--- src/hw/rtl/dmwbc_pkg.sv ---
// ---------------------------------------------------------------------------
// dmwbc_pkg
// Shared types and constants for the direct-mapped write-back cache: op
// codes, cost register indexes and the controller/datapath interface.
// ---------------------------------------------------------------------------
`default_nettype none

package dmwbc_pkg;

    localparam int WORD_BYTES = 4;
    localparam int WORD_W     = 32;
    localparam int WORD_OFF_W = 2;
    localparam int ADDR_W     = 32;
    localparam int OP_W       = 2;
    localparam int COST_W     = 10;
    localparam int CFG_IDX_W  = 2;

    localparam logic [OP_W-1:0] OP_READ  = 2'd0;
    localparam logic [OP_W-1:0] OP_WRITE = 2'd1;
    localparam logic [OP_W-1:0] OP_CLEAR = 2'd2;
    localparam logic [OP_W-1:0] OP_NONE  = 2'd3;

    localparam logic [CFG_IDX_W-1:0] CFG_DRAM_READ   = 2'd0;
    localparam logic [CFG_IDX_W-1:0] CFG_DRAM_WRITE  = 2'd1;
    localparam logic [CFG_IDX_W-1:0] CFG_CACHE_READ  = 2'd2;
    localparam logic [CFG_IDX_W-1:0] CFG_CACHE_WRITE = 2'd3;

    localparam logic [COST_W-1:0] RST_DRAM_READ   = 10'd100;
    localparam logic [COST_W-1:0] RST_DRAM_WRITE  = 10'd50;
    localparam logic [COST_W-1:0] RST_CACHE_READ  = 10'd1;
    localparam logic [COST_W-1:0] RST_CACHE_WRITE = 10'd1;

    typedef struct packed {
        logic capture;
        logic finish_hit;
        logic start_miss;
        logic finish_fill;
        logic clear_step;
    } t_cmd;

    typedef struct packed {
        logic clear_last;
        logic miss;
        logic out_free;
    } t_sts;

endpackage

`default_nettype wire

--- src/hw/rtl/dmwbc_ctrl.sv ---
// ---------------------------------------------------------------------------
// dmwbc_ctrl
// Controller: clearing pass after reset, word capture, tag lookup and the
// write-back / line fill sequence on a miss.
// ---------------------------------------------------------------------------
`default_nettype none

module dmwbc_ctrl (
    input  wire             i_clk,
    input  wire             i_rst_n,
    input  wire             i_in_valid,
    output logic            o_in_ready,
    input  dmwbc_pkg::t_sts i_sts,
    output dmwbc_pkg::t_cmd o_cmd
);

    localparam logic [1:0] ST_CLEAR  = 2'd0;
    localparam logic [1:0] ST_IDLE   = 2'd1;
    localparam logic [1:0] ST_LOOKUP = 2'd2;
    localparam logic [1:0] ST_FILL   = 2'd3;

    logic [1:0] r_state;
    logic [1:0] n_state;

    always_comb begin
        n_state    = r_state;
        o_cmd      = '0;
        o_in_ready = 1'b0;
        unique case (r_state)
            ST_CLEAR: begin
                o_cmd.clear_step = 1'b1;
                if (i_sts.clear_last) begin
                    n_state = ST_IDLE;
                end
            end
            ST_IDLE: begin
                o_in_ready = 1'b1;
                if (i_in_valid) begin
                    o_cmd.capture = 1'b1;
                    n_state       = ST_LOOKUP;
                end
            end
            ST_LOOKUP: begin
                if (i_sts.miss) begin
                    o_cmd.start_miss = 1'b1;
                    n_state          = ST_FILL;
                end else if (i_sts.out_free) begin
                    o_cmd.finish_hit = 1'b1;
                    n_state          = ST_IDLE;
                end
            end
            ST_FILL: begin
                if (i_sts.out_free) begin
                    o_cmd.finish_fill = 1'b1;
                    n_state           = ST_IDLE;
                end
            end
            default: begin
                n_state = ST_CLEAR;
            end
        endcase
    end

    always_ff @(posedge i_clk) begin
        if (!i_rst_n) begin
            r_state <= ST_CLEAR;
        end else begin
            r_state <= n_state;
        end
    end

endmodule

`default_nettype wire

--- config.mk ---
export PLATFORM = sky130hd
export DESIGN_NAME = dmwbc_ctrl
export DESIGN_NICKNAME = d
export VERILOG_FILES = /design/src/hw/rtl/dmwbc_pkg.sv /design/src/hw/rtl/dmwbc_ctrl.sv
export SDC_FILE = /design/constraint.sdc
export NUM_CORES = 1
export LEC_CHECK = 0
export BUFFER_PORTS_ARGS = -buffer_cell sky130_fd_sc_hd__buf_2
export CAP_MARGIN = 10
export CORE_AREA = 4 4 41 43
export DETAILED_ROUTE_END_ITERATION = 7
export DIE_AREA = 0 0 45 47
export GPL_ROUTABILITY_DRIVEN = 0
export GPL_TIMING_DRIVEN = 0
export PLACE_DENSITY_LB_ADDON = 0.12
export SKIP_LAST_GASP = 1
export SLEW_MARGIN = 10
export SYNTH_ARGS = -nofsm -noshare
export SYNTH_HDL_FRONTEND = slang
export SYNTH_SLANG_ARGS = --single-unit
--- constraint.sdc ---
create_clock -name i_clk -period 2.5 [get_ports i_clk]
set_input_delay 0.25 -clock i_clk [delete_from_list [all_inputs] [get_ports i_clk]]
set_output_delay 0.25 -clock i_clk [all_outputs]
set_load 0.05 [all_outputs]
==> results of run 1 <==
-- cell usage after synthesis --
| cell | n |
|---|---|
| dfxtp_1 | 2 |
| nor2b_1 | 2 |
| a21boi_0 | 1 |
| and2_4 | 1 |
| and3_1 | 1 |
| and3b_2 | 1 |
| and4bb_2 | 1 |
| nand2_1 | 1 |
| nand2b_1 | 1 |
| nor2_1 | 1 |
| nor2b_4 | 1 |
| nor3_1 | 1 |
| o21a_1 | 1 |
| o311a_1 | 1 |
-- routing by layer --
layer,wire length (µm),part of all wire (%)
met4,11,2.5
met2,157,36
met1,191,44
met5,0,0
met3,78,18
-- critical path, cell delays in order, from the launching register on --
cell,delay [ps]
dfxtp_1,430
nor2b_4,190
and2_4,150
buf_2,250
-- report_power, final --
| group | internal (mW) | switching [mW] |
|---|---|---|
| clock network | 0.0532 | 0.0206 |
| registers | 0.0348 | 0.00514 |
| logic | 0.0163 | 0.0288 |
| total | 0.104 | 0.0546 |
-- cell families after synthesis --
kind of cell	Yosys count
flops	2
simple gates	11
compound gates	3
-- area by class of cell --
class | instances | area [µm²] | area share (%)
multi-input combinational | 14 | 108 | 44.1
timing repair buffer | 11 | 55.1 | 22.6
sequential | 2 | 40.0 | 16.4
clock buffer | 3 | 22.5 | 9.23
tap | 15 | 18.8 | 7.69
-- worst paths after layout --
check | startpoint | to | slack [ps]
worst min register to register | r_state[1] | r_state[0] | 660
worst min-delay path | i_rst_n | r_state[1] | 240
worst max-delay path | r_state[0] | o_cmd[4] | 1000
worst max register to register | r_state[1] | r_state[1] | 1520
-- per-stage QoR --
step | setup slack, ps | utilization (%) | power [mW] | hold WS [ps] | instances
finish | 1000 | 18.8 | 0.159 | 240 | 45
global route | 877 | 18.8 | 0.173 | 242 | 45
CTS | 963 | 18.8 | 0.165 | 229 | 45
detailed placement | 1210 | 17.0 | 0.0863 | 475 | 42
global placement | 1220 | 17.0 | 0.0857 | 477 | 42
floorplan | 1190 | - | 0.0731 | 368 | 16
-- placed cells by master, fill, tap and decap left out, drive strengths merged --
cell type / n
and4bb: 1
dfxtp: 2
nand2b: 1
o21a: 1
and3: 1
o311a: 1
nor2b: 3
nor3: 1
and2: 1
nand2: 1
buf: 11
a21boi: 1
clkbuf: 3
nor2: 1
and3b: 1
==> metrics.cfg, run 1 <==
[cells_and_area]
regMostFlops = r_state
nFillCells = 161
finalNetCount = 38
biggestRegsByFlops = r_state x2
area_growth_syn_to_layout_pct = 65.3
drive_above_1_share_pct = 60.0
total_inserted_antenna_cells = 0
finalInstanceArea_um2 = 244
largest_register_ffs = 2

[timing]
max_slew_violations = 0
tightest_pin_transition_ps = 286
grt_setup_unrepaired = no
setup_viol_count_final = 0
fmax_mhz = 668
max_slew_margin_pct = 80.9
final_min_period_over_clock_period_pct = 59.9
post_route_setup_tns_ps = 0
worst_clock_skew_ps = 5.42
final.min_clock_period_ps = 1500
number_of_hold_violations_in_the_final_report = 0

[synthesis]
syn_nets = 22
post_synth_top_area_share_pct = 27.1
seq_area_frac_synth_pct = 27.1
synthesis.instances = 16
synth_area_um2 = 148
synth-warning-count = 0
synth_top_area_cell = dfxtp_1
ys_seq_elements = 2
combinational_family_with_the_most_area_after_synthesis = simple AND/OR/NAND/NOR gates
synth_area_in_simple_gates_pct = 55.9
post_synth_main_area_contributors = dfxtp_1 27%, nor2b_4 9.3%, and4bb_2 8.5%
syn_area_per_cell_um2 = 9.23
fraction_of_the_mapped_netlist_area_in_compound_gates_pct = 16.9
synthAdderAreaFrac_pct = 0
post_synthesis_xor_xnor_area_fraction_pct = 0
post_synth_num_cell_types = 14
muxShareOfSynthArea_pct = 0

[run_status]
status = complete, no violations

[global_route]
pin_count_of_the_biggest_net_entering_global_routing = 10
grt-ovfl-total = 0
wire_length_of_the_first_global_routing_pass_um = 765
number_of_antenna_violations_at_the_first_check_in_global_routing = 0
groute.layer.met2.usage_pct = 7.06
groute.layer.met3.usage_pct = 3.07
gr-max-usage-layer = met2
gr-usage-all-layers_pct = 5.60
grtUsageMet1_pct = 5.88
grt_pass1_vias = 179

[cts]
clock_insertion_delay_worst_skew_ps = 230
worst_setup_hold_path_clk_slew_ps = 30
post_cts.repair.setup_buffers = 0
cts.path.max_buffers = 2
tritoncts.num_buffers = 3
cts_root_buffer = clkbuf_4
cts_max_level = 1
cts_tree = built
clock_sink_count = 2
cells_resized_by_post_cts_repair = 0
hold_buffers_post_cts = 0

[worst_hold_path]
worstHoldPathCells = 2
timing.hold.worst.class = primary input to flop

[setup_path]
reg2regPathDepth = 3
worst_ep_required_time_ps = 2250
critical_path_peak_fanout = 9
cp_data_arrival_time_ps = 1250
end_kind = primary output
critical_path_class = flop to primary output
worst_setup_path_start_kind = flop

[placement]
port-buffer-count = 11
dp.final_hpwl_um = 328
dpl_cell_area_um2 = 221

[routing]
drc_errors = 0
detail-route-antenna-nets = 0
wire_per_inst_um = 9.76
drt_first_pass_iters = 2
final_wirelength_um = 439
detailedRoute.firstIterationViolations = 1
via_count = 172
vias_per_cell = 3.82

[floorplan]
site_rows = 13
initial_utilization_pct = 11.3
die_height_um = 47
dieWidth_um = 45
floorplan.die_area_mm2 = 0.00212
floorplan.core_area_mm2 = 0.00130
io-pin-count = 12

[run]
max-cap-violations = 0

[power_and_ir_drop]
cellLeakagePower_nw = 0.126
peakVddDrop_mv = 0.206
power_density_relative_to_cell_area_mw_per_mm2 = 651

Power figures use the tool's default switching activity.
==> inputs of run 2 (changes only) <==
==> constraint.sdc (replaced) <==
create_clock -name i_clk -period 1.3 [get_ports i_clk]
set_input_delay 0.13 -clock i_clk [delete_from_list [all_inputs] [get_ports i_clk]]
set_output_delay 0.13 -clock i_clk [all_outputs]
set_load 0.05 [all_outputs]
==> run 2 against run 1 <==
Effect of this change:
- via count grew 0.58%
- clock power increased by 93%
- non-clock buffer count did not move
- critical path type unchanged
- highest routed layer unchanged
==> metrics.cfg, run 2 (synthesis results as in run 1) <==
[timing]
final_min_period_over_clock_period_pct = 95.2
final.min_clock_period_ps = 1240
tightest_pin_transition_ps = 252
grt_setup_unrepaired = no
max_slew_margin_pct = 83.3
worst_clock_skew_ps = 6.08
number_of_hold_violations_in_the_final_report = 0
setup_viol_count_final = 0
fmax_mhz = 808
max_slew_violations = 0
post_route_setup_tns_ps = 0

[cells_and_area]
finalCoreUtilization_pct = 19.5
biggestRegsByFlops = r_state x2
area_growth_syn_to_layout_pct = 72.0
finalInstanceArea_um2 = 254
total_inserted_antenna_cells = 0
regMostFlops = r_state
finalNetCount = 38
most_frequent_standard_cell_in_the_layout_excluding_fill_and_tap_cells = buf_2
largest_register_ffs = 2
layout_common_cells = 9 x buf_2, 4 x clkbuf_4, 2 x nor2b_1
drive_above_1_share_pct = 66.7

[routing]
vias_per_cell = 3.84
final_wirelength_um = 456
met3WireLength_um = 77
drt_first_pass_iters = 1
detail-route-antenna-nets = 0
drc_errors = 0
detailedRoute.firstIterationViolations = 0
met2_wirelength_um = 166
topRoutingLayerUsed = met4
via_count = 173
m1WireLength_um = 201
wire_per_inst_um = 10.1

[power_and_ir_drop]
peakVddDrop_mv = 0.403
power_density_relative_to_cell_area_mw_per_mm2 = 1220
cellLeakagePower_nw = 0.127

[setup_path]
critical_path_class = flop to primary output
slowest_delay_ps = 400
cp_data_arrival_time_ps = 1110
worst_setup_path_start_kind = flop
worst_ep_required_time_ps = 1170
critical_path_peak_fanout = 8
end_kind = primary output
critical-path-slowest-cell = dfxtp_2
crit_path_cell_trace = and4bb_2, clkbuf_4

[run]
max-cap-violations = 0

[global_route]
gr-usage-all-layers_pct = 5.60
wire_length_of_the_first_global_routing_pass_um = 765
pin_count_of_the_biggest_net_entering_global_routing = 10
grt-ovfl-total = 0
grt_pass1_vias = 179
number_of_antenna_violations_at_the_first_check_in_global_routing = 0

[cts]
post_cts.repair.setup_buffers = 0
hold_buffers_post_cts = 0
clock_sink_count = 2
tritoncts.num_buffers = 3
cts_max_level = 1
cts_tree = built
cts_root_buffer = clkbuf_4
clock_insertion_delay_worst_skew_ps = 230
cts.path.max_buffers = 2
worst_setup_hold_path_clk_slew_ps = 30

[run_status]
status = complete, no violations

[floorplan]
die_height_um = 47
site_rows = 13
dieWidth_um = 45
initial_utilization_pct = 11.3
floorplan.die_area_mm2 = 0.00212
floorplan.core_area_mm2 = 0.00130
io-pin-count = 12

[worst_hold_path]
timing.hold.worst.class = primary input to flop

[placement]
dpl_cell_area_um2 = 221
dp.final_hpwl_um = 328
port-buffer-count = 11

[run 2: what timing repair did]
action                                 in CTS  in global routing
resized for setup                           3                  2
setup endpoints to repair                   4                  2
pin swaps                                   0                  0
endpoints found under the hold margin       0                  0
[run 2: final cells by class]
| type | instances | area (µm²) |
|---|---|---|
| well taps | 15 | 18.8 |
| repair buffers | 11 | 60.1 |
| clock buffers | 3 | 22.5 |
| fillers | 162 | 1050 |
| flip-flops and latches | 2 | 45.0 |
| multi-input cells | 14 | 108 |
[run 2: metal layers]
layer	vias to the layer above	GRT usage [%]
li1	86	-
met1	72	5.88
met2	13	7.06
met3	2	3.07
met4	0	7.02
met5	-	0
[run 2: worst paths after layout]
| path | depth (start not counted) | slack (ps) | end | from |
|---|---|---|---|---|
| setup / recovery | 2 | 60 | o_cmd[3] | r_state[1] |
| hold / removal | 2 | 120 | r_state[1] | i_rst_n |
| setup reg to reg | 2 | 390 | r_state[0] | r_state[0] |
| hold reg to reg | 2 | 620 | r_state[0] | r_state[1] |
[run 2: power breakdown]
group          switching, mW  leakage, nW  internal, mW
clock                 0.0400       0.0138         0.102
sequential            0.0104       0.0175        0.0676
combinational         0.0556       0.0954        0.0329
total                  0.106        0.127         0.203
[run 2: stage by stage]
step,cells,hold slack (ps),total power [mW],setup slack [ps]
after floorplan,16,248,0.141,50.5
after global placement,42,357,0.165,144
after detailed placement,42,355,0.166,131
after CTS,45,109,0.321,26.9
after global routing,45,121,0.336,15.4
final,45,119,0.309,62.3
[run 2: worst max-delay path: cells and delay by family (launching register included)]
kind / cells / cell delay, ps
flip-flops: 1 / 400
AND/OR/NAND/NOR: 1 / 250
buffers and inverters: 1 / 220
==> inputs of run 3 (changes only) <==
==> constraint.sdc (replaced) <==
create_clock -name i_clk -period 1.48 [get_ports i_clk]
set_input_delay 0.148 -clock i_clk [delete_from_list [all_inputs] [get_ports i_clk]]
set_output_delay 0.148 -clock i_clk [all_outputs]
set_load 0.05 [all_outputs]
==> run 3 against run 2 <==
Effect of this change:
- register-to-register slack gained 110 ps
- first-iteration DRC count grew 1
- core utilization shrank 0.67 points
- critical endpoint unchanged
- combinational power shrank 14%
- flip-flop and latch count is the same
- wire length shrank 3.7%
- clock power shrank 12%
- critical path type unchanged
- final area shrank 3.4%
- highest routed layer unchanged
- worst hold slack gained 19 ps
- largest power group unchanged
- die area is the same
- via count shrank 0.58%
==> metrics.cfg, run 3 (synthesis results as in run 1) <==
[run_status]
status = complete, no violations

[cells_and_area]
most_frequent_standard_cell_in_the_layout_excluding_fill_and_tap_cells = buf_2
layout.area.seq_um2 = 41.3
finalNetCount = 38
multiInputGateArea_um2 = 108
drive_above_1_share_pct = 63.3
finalCoreUtilization_pct = 18.8
biggestRegsByFlops = r_state x2
regMostFlops = r_state
layout_common_cells = 11 x buf_2, 3 x clkbuf_4, 2 x nor2b_1
area_growth_syn_to_layout_pct = 66.1
nFillCells = 163
largest_register_ffs = 2
total_inserted_antenna_cells = 0

[timing]
final_min_period_over_clock_period_pct = 92.8
worst_clock_skew_ps = 5.42
max_slew_margin_pct = 80.9
finalHoldWorstSlack_ps = 138
setup_viol_count_final = 0
max_slew_violations = 0
number_of_hold_violations_in_the_final_report = 0
fmax_mhz = 728
final.min_clock_period_ps = 1370
setup_slack_after_layout_ps = 106
grt_setup_unrepaired = no
tightest_pin_transition_ps = 286
post_route_setup_tns_ps = 0

[setup_path]
regToRegStartpoint = r_state[1]
critical_path_peak_fanout = 8
cp_data_arrival_time_ps = 1230
critical_path_class = flop to primary output
start_point_of_the_critical_path = r_state[1]
worst_ep_required_time_ps = 1330
end_kind = primary output
r2r_slack_ps = 500
worst_setup_path_start_kind = flop

[global_route]
number_of_antenna_violations_at_the_first_check_in_global_routing = 0
grt-ovfl-total = 0
grt_pass1_vias = 179
pin_count_of_the_biggest_net_entering_global_routing = 10
wire_length_of_the_first_global_routing_pass_um = 765
gr-usage-all-layers_pct = 5.60

[floorplan]
dieWidth_um = 45
initial_utilization_pct = 11.3
die_height_um = 47
site_rows = 13
floorplan.core_area_mm2 = 0.00130
floorplan.die_area_mm2 = 0.00212
io-pin-count = 12

[routing]
via_count = 172
drt_first_pass_iters = 2
final_wirelength_um = 439
detail-route-antenna-nets = 0
vias_per_cell = 3.82
drc_errors = 0
wire_per_inst_um = 9.76
detailedRoute.firstIterationViolations = 1

[cts]
cells_resized_by_post_cts_repair = 0
cts.path.max_buffers = 2
cts_tree = built
clock_insertion_delay_worst_skew_ps = 230
cts_max_level = 1
worst_setup_hold_path_clk_slew_ps = 30
cts_root_buffer = clkbuf_4
clock_sink_count = 2
hold_buffers_post_cts = 0
tritoncts.num_buffers = 3
post_cts.repair.setup_buffers = 0

[placement]
place_ws_ps = 293
port-buffer-count = 11
dp.final_hpwl_um = 328

[worst_hold_path]
worst_hold_startpoint = i_rst_n
timing.hold.worst.class = primary input to flop

[power_and_ir_drop]
power_density_relative_to_cell_area_mw_per_mm2 = 1100
peakVddDrop_mv = 0.349
finalPower_mw = 0.269
cellLeakagePower_nw = 0.127

[run]
max-cap-violations = 0

run 3: area by class of cell:
type                    instances  area share (%)
clock buffers                   3            9.18
multi-input cells              14            43.9
flip-flops and latches          2            16.8
well taps                      15            7.65
repair buffers                 11            22.4
run 3: worst max-delay path, stage by stage, from the launching register on:
cell      delay [ps]
dfxtp_1          470
and4bb_2         270
buf_2            260
run 3: worst paths after layout:
path / to / cells after the start
max: o_cmd[3] / 2
min: r_state[1] / 2
min reg2reg: r_state[0] / 2
max reg2reg: r_state[1] / 3
run 3: power breakdown:
| group | leakage (nW) | total (mW) | internal (mW) | switching (mW) |
|---|---|---|---|---|
| clock network | 0.0138 | 0.125 | 0.0898 | 0.0348 |
| registers | 0.0168 | 0.0680 | 0.0594 | 0.00867 |
| logic | 0.0960 | 0.0763 | 0.0276 | 0.0487 |
run 3: layer usage:
layer  track usage [%]  vias to the layer above  wire [µm]
met5                 0                        -          0
met4              7.02                        0         11
met3              3.07                        2         78
met2              7.06                       13        157
met1              5.88                       71        191
li1                  -                       86          -
run 3: metrics by stage:
step	instances	instance area (µm²)
4_1_cts	45	244
3_5_place_dp	42	221
6_report	45	245
5_1_grt	45	245
2_1_floorplan	16	148
3_3_place_gp	42	221
